--- src/design/ckx_pkg.sv ---
`default_nettype none

package ckx_pkg;

    localparam int KMER_LEN_W   = 6;
    localparam int KMER_MAX     = 32;
    localparam int WORD_W       = 2 * KMER_MAX;
    localparam int COUNT_W      = 32;
    localparam int RUN_W        = 6;

    localparam logic [KMER_LEN_W-1:0] KMER_LEN_RESET = 6'd31;
    localparam logic [KMER_LEN_W-1:0] KMER_LEN_MAX   = 6'd32;
    localparam logic [RUN_W-1:0]      RUN_SAT        = 6'd63;
    localparam logic [COUNT_W-1:0]    COUNT_SAT      = 32'hFFFF_FFFF;

    // ASCII codes of the four bases, both cases.
    localparam logic [7:0] CHAR_A_UP = 8'h41;
    localparam logic [7:0] CHAR_C_UP = 8'h43;
    localparam logic [7:0] CHAR_G_UP = 8'h47;
    localparam logic [7:0] CHAR_T_UP = 8'h54;
    localparam logic [7:0] CHAR_A_LO = 8'h61;
    localparam logic [7:0] CHAR_C_LO = 8'h63;
    localparam logic [7:0] CHAR_G_LO = 8'h67;
    localparam logic [7:0] CHAR_T_LO = 8'h74;

    localparam logic [1:0] CODE_A = 2'd0;
    localparam logic [1:0] CODE_C = 2'd1;
    localparam logic [1:0] CODE_G = 2'd2;
    localparam logic [1:0] CODE_T = 2'd3;
    localparam logic [1:0] COMP_XOR = 2'd3;

    typedef struct packed {
        logic [7:0] base_char;
        logic       last_base;
    } item_t;

    typedef struct packed {
        logic               kmer_valid;
        logic [WORD_W-1:0]  kmer_value;
        logic [COUNT_W-1:0] emitted_count;
        logic               sequence_end;
    } result_t;

    // Snapshot of one item after the rolling update, handed to the compare stage.
    typedef struct packed {
        logic               emit;
        logic [WORD_W-1:0]  fwd;
        logic [WORD_W-1:0]  rev;
        logic [COUNT_W-1:0] total;
        logic               last;
    } roll_t;

    typedef struct packed {
        logic       ok;
        logic [1:0] code;
    } base_code_t;

    function automatic base_code_t base_code(input logic [7:0] ch);
        base_code_t r;
        r.ok = 1'b1;
        case (ch)
            CHAR_A_UP, CHAR_A_LO: r.code = CODE_A;
            CHAR_C_UP, CHAR_C_LO: r.code = CODE_C;
            CHAR_G_UP, CHAR_G_LO: r.code = CODE_G;
            CHAR_T_UP, CHAR_T_LO: r.code = CODE_T;
            default:
            begin
                r.ok   = 1'b0;
                r.code = CODE_A;
            end
        endcase
        return r;
    endfunction

endpackage

`default_nettype wire

--- src/design/ckx_roll.sv ---
`default_nettype none

module ckx_roll
    import ckx_pkg::*;
(
    input  wire logic                  clk,
    input  wire logic                  rst_n,
    input  wire logic                  load,
    input  wire logic [KMER_LEN_W-1:0] kmer_length,
    input  wire item_t                 item,
    output roll_t                      snap
);

    logic [WORD_W-1:0]  fwd_reg, fwd_next;
    logic [WORD_W-1:0]  rev_reg, rev_next;
    logic [RUN_W-1:0]   run_reg, run_next;
    logic [COUNT_W-1:0] total_reg, total_next;
    roll_t              snap_reg, snap_next;

    logic [KMER_LEN_W-1:0] k_eff;
    logic [WORD_W-1:0]     mask;
    logic [WORD_W-1:0]     ins_word;
    base_code_t            bc;

    always_comb
    begin
        if (kmer_length == '0)
            k_eff = KMER_LEN_W'(1);
        else if (kmer_length > KMER_LEN_MAX)
            k_eff = KMER_LEN_MAX;
        else
            k_eff = kmer_length;
    end

    // Mask covers the low k bases; the complement of the new base enters at base k-1.
    always_comb
    begin
        bc = base_code(item.base_char);
        for (int i = 0; i < KMER_MAX; i++)
        begin
            mask[2*i +: 2]     = (KMER_LEN_W'(i) < k_eff) ? 2'b11 : 2'b00;
            ins_word[2*i +: 2] = (KMER_LEN_W'(i) == k_eff - KMER_LEN_W'(1))
                                 ? (bc.code ^ COMP_XOR) : 2'b00;
        end
    end

    always_comb
    begin
        fwd_next   = '0;
        rev_next   = '0;
        run_next   = '0;
        total_next = total_reg;
        snap_next.emit = 1'b0;
        if (bc.ok)
        begin
            fwd_next = ((fwd_reg << 2) & mask) | WORD_W'(bc.code);
            rev_next = ((rev_reg >> 2) & mask) | ins_word;
            run_next = (run_reg < RUN_SAT) ? run_reg + RUN_W'(1) : run_reg;
            if (run_next >= k_eff)
            begin
                snap_next.emit = 1'b1;
                if (total_reg < COUNT_SAT)
                    total_next = total_reg + COUNT_W'(1);
            end
        end
        snap_next.fwd   = fwd_next;
        snap_next.rev   = rev_next;
        snap_next.total = total_next;
        snap_next.last  = item.last_base;
    end

    always_ff @(posedge clk or negedge rst_n)
    begin
        if (!rst_n)
        begin
            fwd_reg   <= '0;
            rev_reg   <= '0;
            run_reg   <= '0;
            total_reg <= '0;
        end
        else if (load)
        begin
            if (item.last_base)
            begin
                fwd_reg   <= '0;
                rev_reg   <= '0;
                run_reg   <= '0;
                total_reg <= '0;
            end
            else
            begin
                fwd_reg   <= fwd_next;
                rev_reg   <= rev_next;
                run_reg   <= run_next;
                total_reg <= total_next;
            end
        end
    end

    always_ff @(posedge clk)
    begin
        if (load)
            snap_reg <= snap_next;
    end

    assign snap = snap_reg;

endmodule

`default_nettype wire

--- src/design/ckx_canon.sv ---
`default_nettype none

module ckx_canon
    import ckx_pkg::*;
(
    input  wire logic  clk,
    input  wire logic  load,
    input  wire roll_t snap,
    output result_t    result
);

    result_t result_reg, result_next;

    always_comb
    begin
        result_next.kmer_valid    = snap.emit;
        result_next.emitted_count = snap.total;
        result_next.sequence_end  = snap.last;
        if (!snap.emit)
            result_next.kmer_value = '0;
        else if (snap.fwd > snap.rev)
            result_next.kmer_value = snap.fwd;
        else
            result_next.kmer_value = snap.rev;
    end

    always_ff @(posedge clk)
    begin
        if (load)
            result_reg <= result_next;
    end

    assign result = result_reg;

endmodule

`default_nettype wire

--- src/design/canonical_kmer_extractor.sv ---
// Canonical k-mer extractor. Each input beat carries one ASCII character
// and a last flag; every input beat produces exactly one result beat. The
// block sustains one beat per clock cycle while the output is not stalled.
// The rolling forward and reverse-complement words update as the character
// is accepted and are registered in the snapshot stage; the larger of the
// two is then picked and registered in the output register once that
// register is free. Updating the rolling words as each character is
// accepted is what lets a character follow in every cycle. The
// k-mer length register may be written only while no beat is in flight.
`default_nettype none

module canonical_kmer_extractor
    import ckx_pkg::*;
(
    input  wire logic                  clk,
    input  wire logic                  rst_n,

    input  wire logic                  item_valid,
    output      logic                  item_stall,
    input  wire item_t                 item_data,

    output      logic                  result_valid,
    input  wire logic                  result_stall,
    output      result_t               result_data,

    input  wire logic                  cfg_valid,
    output      logic                  cfg_ready,
    input  wire logic [KMER_LEN_W-1:0] cfg_data
);

    logic [KMER_LEN_W-1:0] kmer_length_reg;
    logic                  snap_valid_reg;
    logic                  result_valid_reg;
    logic                  item_accept;
    logic                  out_free;
    logic                  snap_move;
    roll_t                 snap;

    // The register port never pushes back.
    assign cfg_ready = 1'b1;

    always_ff @(posedge clk or negedge rst_n)
    begin
        if (!rst_n)
            kmer_length_reg <= KMER_LEN_RESET;
        else if (cfg_valid && cfg_ready)
            kmer_length_reg <= cfg_data;
    end

    // The output register is free when it is empty or its beat leaves now.
    // The snapshot stage moves forward whenever it holds a beat and the
    // output register is free, so a new character can enter in the same cycle.
    assign out_free    = !result_valid_reg || !result_stall;
    assign snap_move   = snap_valid_reg && out_free;
    assign item_stall  = snap_valid_reg && !out_free;
    assign item_accept = item_valid && !item_stall;

    always_ff @(posedge clk or negedge rst_n)
    begin
        if (!rst_n)
        begin
            snap_valid_reg   <= 1'b0;
            result_valid_reg <= 1'b0;
        end
        else
        begin
            if (item_accept)
                snap_valid_reg <= 1'b1;
            else if (snap_move)
                snap_valid_reg <= 1'b0;

            if (snap_move)
                result_valid_reg <= 1'b1;
            else if (!result_stall)
                result_valid_reg <= 1'b0;
        end
    end

    ckx_roll u_roll (
        .clk         (clk),
        .rst_n       (rst_n),
        .load        (item_accept),
        .kmer_length (kmer_length_reg),
        .item        (item_data),
        .snap        (snap)
    );

    ckx_canon u_canon (
        .clk    (clk),
        .load   (snap_move),
        .snap   (snap),
        .result (result_data)
    );

    assign result_valid = result_valid_reg;

    // A result without a k-mer always carries a zero value.
    a_zero_value: assert property (@(posedge clk) disable iff (!rst_n)
        result_valid && !result_data.kmer_valid |-> result_data.kmer_value == '0)
        else $error("k-mer value not zero on a beat without a k-mer");

    // An emitted k-mer is always counted.
    a_count_nonzero: assert property (@(posedge clk) disable iff (!rst_n)
        result_valid && result_data.kmer_valid |-> result_data.emitted_count != '0)
        else $error("emitted count is zero on a beat with a k-mer");

    // A beat waiting behind a stalled output is kept, not dropped.
    a_snap_held: assert property (@(posedge clk) disable iff (!rst_n)
        snap_valid_reg && result_valid && result_stall |=> snap_valid_reg)
        else $error("pending beat lost while output stalled");

    // The input side only stalls when the internal stage is full.
    a_stall_cause: assert property (@(posedge clk) disable iff (!rst_n)
        item_stall |-> snap_valid_reg && result_valid && result_stall)
        else $error("input stalled without a full pipeline");

endmodule

`default_nettype wire

--- config.mk ---
export PLATFORM = sky130hd
export DESIGN_NAME = canonical_kmer_extractor
export DESIGN_NICKNAME = d
export VERILOG_FILES = /design/src/design/ckx_pkg.sv /design/src/design/ckx_roll.sv /design/src/design/ckx_canon.sv /design/src/design/canonical_kmer_extractor.sv
export SDC_FILE = /design/constraint.sdc
export NUM_CORES = 1
export LEC_CHECK = 0
export BUFFER_PORTS_ARGS = -buffer_cell sky130_fd_sc_hd__buf_2
export CAP_MARGIN = 25
export CORE_MARGIN = 2
export CORE_UTILIZATION = 40
export DETAILED_ROUTE_END_ITERATION = 12
export HOLD_SLACK_MARGIN = 0.03
export PLACE_DENSITY = 0.55
export SYNTH_ARGS = -nofsm -noshare
export SYNTH_HDL_FRONTEND = slang
export SYNTH_SLANG_ARGS = --single-unit
export TNS_END_PERCENT = 10
--- constraint.sdc ---
create_clock -name clk -period 8.7 [get_ports clk]
set_input_delay 1.74 -clock clk [delete_from_list [all_inputs] [get_ports clk]]
set_output_delay 1.74 -clock clk [all_outputs]
set_load 0.01 [all_outputs]
==> out/summary.log <==
qor: place.dp_hpwl 34200 um
qor: synthesis.synthDistinctLibCells 64
qor: synthesis.synth-async-reset-ratio 39.5%
qor: die.die_height 229 um
qor: power.seq_power_share 49.4%
qor: setup_path.crit_path_max_incr_delay 550 ps
qor: clock_tree.cts-root-buf sky130_fd_sc_hd__clkbuf_16
qor: clock_tree.cts_made_buffers 48
qor: drt.drt-initial-drc-count 956
qor: clock_tree.clkSinkCount 430
qor: power.power_per_cell_area 206 nW/um^2
qor: sta.worst_pin_slew 1070 ps
qor: global_routing.globalRouteTotalUtil 19.5%
qor: finish.flow.area_growth_from_synthesis 14.0%
qor: die.total_die_area 52300 um^2
qor: power.internal_power 3.56 mW
qor: sta.finalMaxSlewViolations 0
qor: setup_path.path_class in2reg
qor: clock_tree.cts.htree.levels 2
qor: clock_tree.cts_setup_buffers 0
qor: setup_path.worstPathCellList buf_2, nor3b_2, o21ai_2, buf_4, a21oi_1, nand2_1, inv_2, nand3_1, or4_1, o311ai_0
qor: setup_path.r2r_cells 15
qor: sta.final.min_clock_period 4300 ps
qor: flow_run.cap_violations 0
qor: finish.nNetsFinal 1967
qor: global_routing.grt_pass1_wl 80300 um
qor: die.fp.coreArea 50000 um^2
qor: sta.finalSetupViolations 0
qor: finish.max_reg_flops 162
qor: die.die_x 229 um
qor: sta.min_period_over_period 49.4%
qor: power.total_leakage_power 9.83 nW
qor: sta.finalHoldViolCount 0
qor: power.swShare 24.9%
qor: finish.drive_above_1_share 12.9%
qor: global_routing.pin_count_of_the_biggest_net_entering_global_routing 154
qor: setup_path.cp_data_arrival_time 4750 ps
qor: power.combPwrFrac 8.7%
qor: setup_path.cpLargestDelayFamily simple AND/OR/NAND/NOR gates
qor: sta.achievable-frequency 232 MHz
qor: global_routing.grt_antenna_before_repair 0
qor: drt.wl 50800 um
qor: setup_path.critical_path_buf_inv_count 3
qor: setup_path.end_kind flop
qor: sta.tns 0 ps
qor: die.pin_count 121
qor: synthesis.post_synth_top_flop sky130_fd_sc_hd__edfxtp_1
qor: setup_path.r2r-end u_roll.snap[6]
qor: drt.final_antenna_net_count 0
qor: power.pwr-share-clk 41.8%
qor: clock_tree.post_cts.resized_instances 0
qor: drt.drt_drc_violations_left 0
qor: drt.num_vias 14000
qor: drt.avgRoutedWirePerCell 19.6 um
qor: setup_path.setup.reg_to_reg.worst_slack 4460 ps
qor: synthesis.postSynthRegisterBits 430
qor: setup_path.critical_path.startpoint item_data[7]
qor: global_routing.number_of_global_route_vias_before_repair 14000
qor: synthesis.syn_inst 1780
qor: sta.grt_setup_unrepaired no
qor: setup_path.endpoint u_roll.total_reg[28]
qor: place.port_buffers 118
qor: setup_path.required 9150 ps
qor: clock_tree.clk_path_buf_depth 3
qor: place.gp_congestion 0.845
qor: drt.vias_per_cell 5.39
qor: setup_path.critical_path_depth 10
qor: setup_path.start_kind input port
qor: power.switchingPower 1.18 mW
qor: drt.drt_pass1_iterations 5
qor: finish.num_antenna_cells 0
qor: setup_path.cell_type_of_the_slowest_stage_on_the_worst_timing_path sky130_fd_sc_hd__nand2_1
qor: power.post-layout-total-power 4.74 mW
qor: clock_tree.cts_hold_repair.buffers 0
qor: global_routing.overflow 0
qor: power.vdd.ir_drop.worst 0.122 mV
qor: synthesis.mappedNetlistNets 1871
qor: synthesis.synth.avg_cell_area 11.4 um^2
qor: clock_tree.clkSlewWorstSetupHoldPaths 60 ps
qor: synthesis.synth_seq_area_share 59.7%
qor: clock_tree.tritoncts yes
qor: synthesis.yosys_warnings 0
qor: synthesis.synth.cell_area 20200 um^2
qor: clock_tree.clock_insertion_delay_worst_skew 590 ps
qor: sta.worst_clock_skew 32.3 ps
qor: die.core.rowCount 82
qor: run_status.status completed
qor: setup_path.path_max_fanout 34
qor: sta.slew_headroom 28.5%
qor: synthesis.edff_count_synth 260
qor: hold_path.hold_class reg2reg
qor: die.starting_density_of_the_core 40.4%
qor: setup_path.crit-reg2reg-launch u_roll.run_reg[0]
==> Yosys cell counts, types with 25 or more instances <==
library cell	n	area, um^2
sky130_fd_sc_hd__nand2_1	309	1160
sky130_fd_sc_hd__edfxtp_1	260	7810
sky130_fd_sc_hd__dfrtp_1	165	4130
sky130_fd_sc_hd__a22o_1	116	1020
sky130_fd_sc_hd__inv_1	86	323
sky130_fd_sc_hd__nand3_1	81	405
sky130_fd_sc_hd__nor2_1	73	274
sky130_fd_sc_hd__ha_1	71	888
sky130_fd_sc_hd__clkbuf_1	69	259
sky130_fd_sc_hd__and2_1	67	419
sky130_fd_sc_hd__mux2i_1	65	651
sky130_fd_sc_hd__a21oi_1	58	290
sky130_fd_sc_hd__o21ai_0	45	225
sky130_fd_sc_hd__nand4_1	31	194
sky130_fd_sc_hd__nor3_1	25	125
==> power groups by stage <==
stage | registers [mW] | logic [mW] | clock network, mW
3_5_place_dp | 2.39 | 0.418 | 0
2_1_floorplan | 2.40 | 0.249 | 0
5_1_grt | 2.36 | 0.460 | 2.12
4_1_cts | 2.35 | 0.420 | 2.04
3_3_place_gp | 2.38 | 0.409 | 0
6_report | 2.35 | 0.415 | 1.98
==> placed cells by master (no fill, tap or decap), drive strengths merged, types with 14 or more instances in the layout <==
cell	count
edfxtp	260
nand2	310
a21o	14
o21ai	49
a22o	116
nand3	81
nor3	25
buf	140
clkbuf	71
nand4	32
dfrtp	165
nand2b	14
inv	90
a21oi	58
ha	71
xnor2	20
and3	21
mux2i	65
nor2	73
nor2b	16
and2	67
nor4	19
==> stage by stage <==
step / utilization (%) / worst slack, ps / hold WS (ps) / std cells / cell area, um^2
2_1_floorplan: - / 1260 / 400 / 1780 / 20200
6_report: 46.1 / 4400 / 413 / 2588 / 23000
3_5_place_dp: 42.9 / 3720 / 405 / 2496 / 21400
3_3_place_gp: 42.8 / 3790 / 408 / 2493 / 21400
5_1_grt: 46.1 / 4060 / 422 / 2588 / 23000
4_1_cts: 46.0 / 4340 / 416 / 2586 / 23000
==> routing by layer <==
layer | global-route usage (%) | wire (um) | vias up | share of wire [%]
met2 | 32.9 | 24900 | 343 | 49
li1 | - | - | 6642 | -
met1 | 25.4 | 22200 | 6884 | 44
met3 | 3.24 | 2370 | 84 | 4.7
met4 | 6.86 | 1360 | 0 | 2.7
met5 | 0 | 0 | - | 0
==> final cells by class <==
class,count,area [um^2]
clock buffer,71,1400
clock inverter,19,148
fill,4638,26900
inverter,87,334
multi-input combinational,1169,7430
sequential,430,12100
tap,672,841
timing repair buffer,140,807
==> worst min-delay path by stage <==
stage	from	to	slack, ps	cells past startpoint
floorplan	u_roll.snap[0]	u_canon.result[0]	400	0
global placement	u_roll.snap[1]	u_canon.result[1]	410	0
detailed placement	u_roll.snap[20]	u_canon.result[20]	400	0
CTS	u_roll.snap[15]	u_canon.result[15]	420	0
global route	u_roll.snap[10]	u_canon.result[10]	420	0
finish	u_roll.snap[15]	u_canon.result[15]	410	0
==> cells by family after synthesis <==
family,after synthesis,synth area share [%]
and+or+nand+nor,693,16.5
xor gates and xnor gates,31,1.34
AOI/OAI and AO/OA,302,10.7
buffers and inverters,181,3.73
other,1,0.0186
muxes,71,3.55
DFF,430,59.7
adders and majority gates,71,4.40
Power figures use the tool's default switching activity.
